`config.mk`:
```
export PLATFORM = sky130hd
export DESIGN_NAME = uniform_grid_primitive_binner
export DESIGN_NICKNAME = d
export VERILOG_FILES = /design/src/hw/rtl/ugpb_pkg.sv /design/src/hw/rtl/ugpb_cell_test.sv /design/src/hw/rtl/uniform_grid_primitive_binner.sv
export SDC_FILE = /design/constraint.sdc
export NUM_CORES = 1
export LEC_CHECK = 0
export ABC_AREA = 0
export BUFFER_PORTS_ARGS = -buffer_cell sky130_fd_sc_hd__clkbuf_2
export CORE_ASPECT_RATIO = 0.7
export CORE_MARGIN = 4
export CORE_UTILIZATION = 60
export DETAILED_ROUTE_END_ITERATION = 12
export GPL_TIMING_DRIVEN = 0
export PLACE_DENSITY = 0.79
export SLEW_MARGIN = 20
export SYNTH_ARGS = -nofsm -noshare
export SYNTH_HDL_FRONTEND = slang
export SYNTH_SLANG_ARGS = --single-unit
```
`constraint.sdc`:
```
create_clock -name clock -period 8.65 [get_ports clock]
set_input_delay 0.865 -clock clock [delete_from_list [all_inputs] [get_ports clock]]
set_output_delay 0.865 -clock clock [all_outputs]
set_load 0.03 [all_outputs]
```
`src/hw/rtl/ugpb_pkg.sv`:
```
// Shared types, constants and helpers for the uniform grid primitive binner.
// No dependencies.
package ugpb_pkg;

   localparam int MAX_CELLS_X = 8;
   localparam int MAX_CELLS_Y = 8;

   localparam int COORD_W = 16;
   localparam int DIFF_W  = COORD_W + 1;
   localparam int ACC_W   = DIFF_W + 5;
   localparam int CNT_W   = 4;
   localparam int IDX_W   = 3;

   localparam logic [1:0] OP_TRI   = 2'd0;
   localparam logic [1:0] OP_EDGE  = 2'd1;
   localparam logic [1:0] OP_POINT = 2'd2;
   localparam logic [1:0] OP_NONE  = 2'd3;

   localparam logic [2:0] CSR_MIN_X   = 3'd0;
   localparam logic [2:0] CSR_MAX_X   = 3'd1;
   localparam logic [2:0] CSR_MIN_Y   = 3'd2;
   localparam logic [2:0] CSR_MAX_Y   = 3'd3;
   localparam logic [2:0] CSR_CELLS_X = 3'd4;
   localparam logic [2:0] CSR_CELLS_Y = 3'd5;

   typedef enum logic [1:0] {
      ST_IDLE,
      ST_PREP,
      ST_SCAN,
      ST_EMIT
   } state_type;

   typedef struct packed {
      logic             found;
      logic [IDX_W-1:0] idx;
   } bit_pos_type;

   // lowest set bit of mask at or above position from
   function automatic bit_pos_type first_from(input logic [7:0] mask,
                                              input logic [3:0] from);
      bit_pos_type r;
      r.found = 1'b0;
      r.idx   = '0;
      for (int i = 7; i >= 0; i--) begin
         if (mask[i] && (4'(i) >= from)) begin
            r.found = 1'b1;
            r.idx   = IDX_W'(i);
         end
      end
      return r;
   endfunction

   function automatic logic [CNT_W-1:0] clamp_cells(input logic [CNT_W-1:0] v,
                                                    input logic [CNT_W-1:0] maxc);
      logic [CNT_W-1:0] r;
      r = v;
      if (v == '0) r = CNT_W'(1);
      else if (v > maxc) r = maxc;
      return r;
   endfunction

endpackage

```
`src/hw/rtl/ugpb_cell_test.sv`:
```
// Shared border test unit: checks one cell index against the scaled box.
// Depends on ugpb_pkg.
module ugpb_cell_test (
   input  logic signed [ugpb_pkg::ACC_W-1:0] lo_scaled,
   input  logic signed [ugpb_pkg::ACC_W-1:0] hi_scaled,
   input  logic signed [ugpb_pkg::ACC_W-1:0] acc,
   input  logic signed [ugpb_pkg::ACC_W-1:0] span,
   output logic                              hit,
   output logic signed [ugpb_pkg::ACC_W-1:0] acc_next
);

   // acc holds span*k; acc_next is span*(k+1)
   assign acc_next = acc + span;
   assign hit      = (lo_scaled <= acc_next) && (hi_scaled >= acc);

endmodule

```
`src/hw/rtl/uniform_grid_primitive_binner.sv`:
```
// Uniform grid binner top level: bounding box, per-axis cell scan, cell emission.
// Sequence: the request is accepted in IDLE, then per axis a PREP setup state and a SCAN over
// the n cells; EMIT then moves to the first hit cell unless it is (0,0) or nothing is hit, and
// outputs one cell per cycle when not stalled. Opcode 3 is accepted and dropped with no output.
// Throughput is set by the single shared border test unit and the unstalled one-cell-per-cycle output.
// Reset is synchronous: config registers return to their defaults, no result pending.
module uniform_grid_primitive_binner (
   input  logic                clock,
   input  logic                reset,
   input  logic                req_valid,
   output logic                req_stall,
   input  logic [1:0]          req_opcode,
   input  logic [15:0]         req_item_index,
   input  logic signed [15:0]  req_ax,
   input  logic signed [15:0]  req_ay,
   input  logic signed [15:0]  req_bx,
   input  logic signed [15:0]  req_by_coord,
   input  logic signed [15:0]  req_cx,
   input  logic signed [15:0]  req_cy,
   output logic                rsp_valid,
   input  logic                rsp_stall,
   output logic [2:0]          rsp_cell_col,
   output logic [2:0]          rsp_cell_row,
   output logic [15:0]         rsp_prim_index,
   output logic [1:0]          rsp_prim_kind,
   output logic                rsp_last,
   input  logic                csr_valid,
   output logic                csr_ready,
   input  logic [2:0]          csr_index,
   input  logic [15:0]         csr_data
);

   localparam int AW = ugpb_pkg::ACC_W;
   localparam int DW = ugpb_pkg::DIFF_W;
   localparam int NW = ugpb_pkg::CNT_W;

   logic signed [15:0] min_x_ff, max_x_ff, min_y_ff, max_y_ff;
   logic [NW-1:0]      cells_x_ff, cells_y_ff;

   ugpb_pkg::state_type state_ff, state_in;
   logic               axis_ff, axis_in;
   logic [2:0]         k_ff, k_in;
   logic signed [AW-1:0] lo_sc_ff, lo_sc_in, hi_sc_ff, hi_sc_in;
   logic signed [AW-1:0] acc_ff, acc_in, span_ff, span_in;
   logic [7:0]         xmask_ff, xmask_in, ymask_ff, ymask_in;
   logic signed [15:0] lox_ff, lox_in, hix_ff, hix_in, loy_ff, loy_in, hiy_ff, hiy_in;
   logic [15:0]        index_ff, index_in;
   logic [1:0]         kind_ff, kind_in;
   logic [2:0]         col_ff, col_in, row_ff, row_in;

   logic               rsp_valid_ff, rsp_valid_in;
   logic [2:0]         out_col_ff, out_col_in, out_row_ff, out_row_in;
   logic [15:0]        out_index_ff, out_index_in;
   logic [1:0]         out_kind_ff, out_kind_in;
   logic               out_last_ff, out_last_in;

   logic [NW-1:0]      nx, ny, n_cur;
   logic signed [15:0] mn_cur, mx_cur, lo_cur, hi_cur;
   logic signed [DW-1:0] d_lo, d_hi, d_span;
   logic signed [AW-1:0] n_ext, lo_prod, hi_prod;
   logic               hit;
   logic signed [AW-1:0] acc_next;
   logic               req_acc, out_free;
   logic signed [15:0] bx_lo, bx_hi, by_lo, by_hi, cx_lo, cx_hi, cy_lo, cy_hi;
   ugpb_pkg::bit_pos_type nr, nc, fr, fc;

   // configuration registers
   assign csr_ready = 1'b1;

   always_ff @(posedge clock) begin
      if (reset) begin
         min_x_ff   <= 16'sd0;
         max_x_ff   <= 16'sd4095;
         min_y_ff   <= 16'sd0;
         max_y_ff   <= 16'sd4095;
         cells_x_ff <= NW'(8);
         cells_y_ff <= NW'(8);
      end else if (csr_valid && csr_ready) begin
         case (csr_index)
            ugpb_pkg::CSR_MIN_X:   min_x_ff   <= csr_data;
            ugpb_pkg::CSR_MAX_X:   max_x_ff   <= csr_data;
            ugpb_pkg::CSR_MIN_Y:   min_y_ff   <= csr_data;
            ugpb_pkg::CSR_MAX_Y:   max_y_ff   <= csr_data;
            ugpb_pkg::CSR_CELLS_X: cells_x_ff <= csr_data[NW-1:0];
            ugpb_pkg::CSR_CELLS_Y: cells_y_ff <= csr_data[NW-1:0];
            default: ;
         endcase
      end
   end

   assign nx = ugpb_pkg::clamp_cells(cells_x_ff, NW'(ugpb_pkg::MAX_CELLS_X));
   assign ny = ugpb_pkg::clamp_cells(cells_y_ff, NW'(ugpb_pkg::MAX_CELLS_Y));

   // bounding box of the incoming primitive
   always_comb begin
      bx_lo = req_ax; bx_hi = req_ax;
      by_lo = req_ay; by_hi = req_ay;
      if (req_opcode == ugpb_pkg::OP_TRI || req_opcode == ugpb_pkg::OP_EDGE) begin
         if (req_bx < bx_lo) bx_lo = req_bx;
         if (req_bx > bx_hi) bx_hi = req_bx;
         if (req_by_coord < by_lo) by_lo = req_by_coord;
         if (req_by_coord > by_hi) by_hi = req_by_coord;
      end
      cx_lo = bx_lo; cx_hi = bx_hi;
      cy_lo = by_lo; cy_hi = by_hi;
      if (req_opcode == ugpb_pkg::OP_TRI) begin
         if (req_cx < cx_lo) cx_lo = req_cx;
         if (req_cx > cx_hi) cx_hi = req_cx;
         if (req_cy < cy_lo) cy_lo = req_cy;
         if (req_cy > cy_hi) cy_hi = req_cy;
      end
   end

   // axis operand select and scaling
   assign n_cur  = axis_ff ? ny : nx;
   assign mn_cur = axis_ff ? min_y_ff : min_x_ff;
   assign mx_cur = axis_ff ? max_y_ff : max_x_ff;
   assign lo_cur = axis_ff ? loy_ff : lox_ff;
   assign hi_cur = axis_ff ? hiy_ff : hix_ff;

   assign d_lo   = DW'(lo_cur) - DW'(mn_cur);
   assign d_hi   = DW'(hi_cur) - DW'(mn_cur);
   assign d_span = DW'(mx_cur) - DW'(mn_cur);
   assign n_ext  = {{(AW-NW){1'b0}}, n_cur};
   assign lo_prod = n_ext * AW'(d_lo);
   assign hi_prod = n_ext * AW'(d_hi);

   ugpb_cell_test u_test (
      .lo_scaled (lo_sc_ff),
      .hi_scaled (hi_sc_ff),
      .acc       (acc_ff),
      .span      (span_ff),
      .hit       (hit),
      .acc_next  (acc_next)
   );

   assign req_stall = (state_ff != ugpb_pkg::ST_IDLE);
   assign req_acc   = req_valid && !req_stall;
   assign out_free  = !rsp_valid_ff || !rsp_stall;

   assign fc = ugpb_pkg::first_from(xmask_ff, 4'd0);
   assign fr = ugpb_pkg::first_from(ymask_ff, 4'd0);
   assign nc = ugpb_pkg::first_from(xmask_ff, {1'b0, col_ff} + 4'd1);
   assign nr = ugpb_pkg::first_from(ymask_ff, {1'b0, row_ff} + 4'd1);

   always_comb begin
      state_in = state_ff;
      axis_in  = axis_ff;
      k_in     = k_ff;
      lo_sc_in = lo_sc_ff;
      hi_sc_in = hi_sc_ff;
      acc_in   = acc_ff;
      span_in  = span_ff;
      xmask_in = xmask_ff;
      ymask_in = ymask_ff;
      lox_in = lox_ff; hix_in = hix_ff; loy_in = loy_ff; hiy_in = hiy_ff;
      index_in = index_ff;
      kind_in  = kind_ff;
      col_in   = col_ff;
      row_in   = row_ff;
      rsp_valid_in = rsp_valid_ff && rsp_stall;
      out_col_in   = out_col_ff;
      out_row_in   = out_row_ff;
      out_index_in = out_index_ff;
      out_kind_in  = out_kind_ff;
      out_last_in  = out_last_ff;

      case (state_ff)
         ugpb_pkg::ST_IDLE: begin
            if (req_acc && req_opcode != ugpb_pkg::OP_NONE) begin
               lox_in = cx_lo; hix_in = cx_hi;
               loy_in = cy_lo; hiy_in = cy_hi;
               index_in = req_item_index;
               kind_in  = req_opcode;
               axis_in  = 1'b0;
               xmask_in = '0;
               ymask_in = '0;
               state_in = ugpb_pkg::ST_PREP;
            end
         end
         ugpb_pkg::ST_PREP: begin
            lo_sc_in = lo_prod;
            hi_sc_in = hi_prod;
            span_in  = AW'(d_span);
            acc_in   = '0;
            k_in     = '0;
            state_in = ugpb_pkg::ST_SCAN;
         end
         ugpb_pkg::ST_SCAN: begin
            if (axis_ff) ymask_in[k_ff] = hit;
            else         xmask_in[k_ff] = hit;
            acc_in = acc_next;
            k_in   = k_ff + 3'd1;
            if ({1'b0, k_ff} == n_cur - NW'(1)) begin
               if (axis_ff) begin
                  state_in = ugpb_pkg::ST_EMIT;
                  col_in   = '0;
                  row_in   = '0;
               end else begin
                  axis_in  = 1'b1;
                  state_in = ugpb_pkg::ST_PREP;
               end
            end
         end
         ugpb_pkg::ST_EMIT: begin
            if (!fc.found || !fr.found) begin
               state_in = ugpb_pkg::ST_IDLE;
            end else begin
               // first pass: move to the lowest set column and row
               if (!xmask_ff[col_ff] || !ymask_ff[row_ff]) begin
                  col_in = xmask_ff[col_ff] ? col_ff : fc.idx;
                  row_in = ymask_ff[row_ff] ? row_ff : fr.idx;
                  if (!xmask_ff[col_ff] && ymask_ff[row_ff]) row_in = fr.idx;
               end else if (out_free) begin
                  rsp_valid_in = 1'b1;
                  out_col_in   = col_ff;
                  out_row_in   = row_ff;
                  out_index_in = index_ff;
                  out_kind_in  = kind_ff;
                  out_last_in  = !nr.found && !nc.found;
                  if (nr.found) begin
                     row_in = nr.idx;
                  end else if (nc.found) begin
                     row_in = fr.idx;
                     col_in = nc.idx;
                  end else begin
                     state_in = ugpb_pkg::ST_IDLE;
                  end
               end
            end
         end
         default: state_in = ugpb_pkg::ST_IDLE;
      endcase
   end

   always_ff @(posedge clock) begin
      if (reset) begin
         state_ff     <= ugpb_pkg::ST_IDLE;
         rsp_valid_ff <= 1'b0;
      end else begin
         state_ff     <= state_in;
         rsp_valid_ff <= rsp_valid_in;
      end
   end

   always_ff @(posedge clock) begin
      axis_ff  <= axis_in;
      k_ff     <= k_in;
      lo_sc_ff <= lo_sc_in;
      hi_sc_ff <= hi_sc_in;
      acc_ff   <= acc_in;
      span_ff  <= span_in;
      xmask_ff <= xmask_in;
      ymask_ff <= ymask_in;
      lox_ff <= lox_in; hix_ff <= hix_in; loy_ff <= loy_in; hiy_ff <= hiy_in;
      index_ff <= index_in;
      kind_ff  <= kind_in;
      col_ff   <= col_in;
      row_ff   <= row_in;
      out_col_ff   <= out_col_in;
      out_row_ff   <= out_row_in;
      out_index_ff <= out_index_in;
      out_kind_ff  <= out_kind_in;
      out_last_ff  <= out_last_in;
   end

   assign rsp_valid      = rsp_valid_ff;
   assign rsp_cell_col   = out_col_ff;
   assign rsp_cell_row   = out_row_ff;
   assign rsp_prim_index = out_index_ff;
   assign rsp_prim_kind  = out_kind_ff;
   assign rsp_last       = out_last_ff;

   a_cell_in_grid: assert property (@(posedge clock) disable iff (reset)
      rsp_valid_ff |-> ({1'b0, out_col_ff} < nx) && ({1'b0, out_row_ff} < ny))
      else $error("emitted cell outside grid");

   a_scan_in_range: assert property (@(posedge clock) disable iff (reset)
      (state_ff == ugpb_pkg::ST_SCAN) |-> ({1'b0, k_ff} < n_cur))
      else $error("scan index past cell count");

   a_accept_starts: assert property (@(posedge clock) disable iff (reset)
      (req_acc && req_opcode != ugpb_pkg::OP_NONE) |=> (state_ff == ugpb_pkg::ST_PREP))
      else $error("accepted item did not start");

   a_emit_marked: assert property (@(posedge clock) disable iff (reset)
      (state_ff == ugpb_pkg::ST_EMIT && state_in == ugpb_pkg::ST_IDLE && rsp_valid_in
       && !(rsp_valid_ff && rsp_stall)) |=> rsp_last)
      else $error("final cell not marked last");

endmodule
```
==> results.toml <==
[status]
status = "finished clean"

[global_route]
grt_util_met1_pct = 44.9
grt_max_degree = 44
grt_antenna_before_repair = 1
grt_pass1_wl_mm = 109
grt_use_total_pct = 30.5
grt_pass1_vias = 20500
grt_busiest_layer = "met2"
gr-usage-met3_pct = 4.74
gr-usage-met2_pct = 48.0
grt.overflow.total = 0

[clocking]
h-tree-depth = 1
cts_tree = "done"
cts.clk_slew.worst_paths_ns = 0.07
cts_resized = 3
hold_buffers = 0
cts_made_buffers = 29
cts_sinks = 291
clkLatencyLatePin_ns = 0.60
cts_root_buf = "clkbuf_16"
post_cts_buffers = 0
clock_path_buffers = 3

[pwr]
power_per_cell_area_nw_per_um2 = 284
ir_worst_vdd_mv = 0.157
p_leak_nw = 12.5

[synth]
synth_top_family_by_area = "adder cells"
synth_top_area_share_pct = 26.2
muxShareOfSynthArea_pct = 8.11
synth_cell_types = 76
async_flop_share_pct = 0
synth_compound_area_share_pct = 14.0
synth-seq-cells = 291
synth-main-ff-cell = "edfxtp_1"
synth_common_cells = "ha_1, inv_1, nor2_1, edfxtp_1, nand2_1"
postSynthAreaPerCell_sq_um = 9.38
synth.most_common_cell = "ha_1"
yosysWarnings = 0
synthTopCellsByArea = "edfxtp_1, ha_1, dfxtp_1"
syn_nets = 3158
synth_edf_count = 216
synth-seq-area-share_pct = 32.2
synth-simple-area-share_pct = 15.0
syn_area_sq_um = 24800
yosysTopAreaCell = "edfxtp_1"
synthAdderAreaFrac_pct = 21.4
synthXorXnorAreaFrac_pct = 3.36
netlist_instances = 2641

[timing]
clock-skew-final_ns = 0.0376
max_freq_mhz = 119
finalCritPeriodShare_pct = 97.3
hold_slack_ns = 0.417
hold_viol = 0
fin_tns_setup_ns = 0
slew_viol_final = 0
max-slew-margin-rel_pct = 27.3
setup_viol = 0
rsz0062_at_grt = "true"
fin_crit_ns = 8.42
worst_pin_slew_ns = 1.06

[routing]
vias = 20900
ant_nets = 0
wl_per_cell_um = 20.4
avgViaCountPerCell = 6.14
drcViolationCount = 0
postRouteWirelength_mm = 69.3
first_pass_iters = 5
first_iter_violations = 2395

[layout]
seq_area_sq_um = 7990
fillers = 3095
multiInputGateArea_sq_um = 15400
drive_gt1_share_pct = 10.8
fin_util_pct = 68.3
finalNetCount = 3357
syn2layout_area_growth_pct = 10.8

[setup_path]
cp.arrival_ns = 8.73
cp-end-kind = "flop"
crit_required_ns = 8.96
startpoint_type = "flop"
cp_max_fo = 10
worst-setup-path-type = "reg2reg"
r2r_slack_ns = 0.23

[placement]
port-buffer-count = 164
gp_congestion = 0.934
dp_hpwl_mm = 56.0

[floorplanning]
core_sq_um = 40200
dieArea_sq_um = 44700
row_count = 61
ioPinCount = 166
start_util_pct = 61.6
die_h_um = 178
fp.dieW_um = 251

[job]
maxCapViolations = 0

[min_path]
hold_class = "reg2reg"
[cells by family (layout without fill, tap and decap cells)]
group | count (synthesis) | in the layout
AO/OA/AOI/OAI | 531 | 531
multiplexers | 188 | 188
flip-flops | 291 | 291
AND/OR/NAND/NOR | 773 | 773
XOR/XNOR | 95 | 95
buffers and inverters | 383 | 605
adder cells (fa/ha/maj) | 379 | 379
other | 1 | 2
[state kept, by name (all words and copies together), names as in the netlist, 17 cells and up]
register  flops
hi_sc_ff     22
lo_sc_ff     22
span_ff      17
acc_ff       22
[critical path: stages (launching register included)]
cell and delay, ns:
edfxtp_1 0.47, clkbuf_1 0.41, clkbuf_2 0.35, clkbuf_2 0.46, mux2i_2 0.45, inv_1 0.09
ha_1 0.29, nor2b_1 0.13, o21ai_0 0.23, a21boi_0 0.19, o21ai_0 0.36, a21oi_1 0.16
a2111oi_0 0.67, nor2_1 0.18, xnor2_1 0.47, nor2_1 0.13, fa_1 0.50, inv_1 0.06
fa_1 0.54, inv_1 0.04, ha_1 0.34, a21oi_1 0.14, o21ai_0 0.17, a2111oi_1 0.57
o31ai_1 0.21, a21o_1 0.20, a21oi_1 0.19, xnor2_1 0.11
[stage by stage]
step	setup WS [ns]	power, mW	area (sq um)	instances
finish	0.231	7.79	27500	3399
global route	-0.156	8.39	27500	3399
CTS	0.0127	7.72	27400	3398
detailed placement	-0.432	6.36	26400	3344
global placement	-0.304	6.13	26300	3340
floorplan	1.61	5.19	24800	2641
[layout by cell type (no fill, tap or decap), types with 16 or more instances in the layout]
master,netlist,layout
a211oi_1,17,17
a21o_1,56,56
a21oi_1,162,160
a22o_1,16,16
a311oi_1,18,18
and3_1,16,16
and4_1,17,17
clkbuf_1,77,78
clkbuf_16,0,30
clkbuf_2,0,169
dfxtp_1,75,75
edfxtp_1,216,216
fa_1,74,74
ha_1,305,303
inv_1,296,296
mux2_2,45,45
mux2i_1,136,133
nand2_1,212,212
nand2b_1,51,51
nand3_1,55,55
nand3b_1,28,28
nand4_1,28,28
nor2_1,235,235
nor2b_1,33,33
nor3_1,30,29
o21a_1,29,29
o21ai_0,101,101
o41ai_1,17,17
or3_1,16,16
xnor2_1,59,59
xor2_1,36,36
[cell type report]
class                      count  area share (%)
clock buffer                  37            2.94
antenna                        1         0.00911
multi-input combinational   1967            56.1
clock inverter                17           0.747
inverter                     296            4.05
timing repair buffer         168            3.36
sequential                   291            29.1
buffer                        87            1.29
tap                          535            2.44
[path summary, 6_finish.rpt]
| path | start | to | cells after the start |
|---|---|---|---|
| setup / recovery | axis_ff$_DFFE_PP_ | hi_sc_ff[21]$_DFFE_PN_ | 27 |
| hold / removal | index_ff[9]$_DFFE_PP_ | rsp_prim_index[9]$_DFFE_PP_ | 0 |
| setup reg to reg | axis_ff$_DFFE_PP_ | hi_sc_ff[21]$_DFFE_PN_ | 27 |
| hold reg to reg | index_ff[9]$_DFFE_PP_ | rsp_prim_index[9]$_DFFE_PP_ | 0 |
[routing by layer]
layer | up-vias | share of wire [%]
li1 | 9803 | -
met1 | 10000 | 45
met2 | 924 | 43
met3 | 116 | 9.1
met4 | 0 | 2.4
met5 | - | 0
[report_power, final]
| part | total [mW] | leakage (nW) | internal, mW | switching, mW |
|---|---|---|---|---|
| registers | 2.17 | 2.63 | 1.97 | 0.205 |
| clock network | 1.35 | 0.492 | 0.783 | 0.567 |
| logic | 4.27 | 9.33 | 1.66 | 2.61 |
| total | 7.79 | 12.5 | 4.41 | 3.38 |
(Power assumes the default switching activity.)
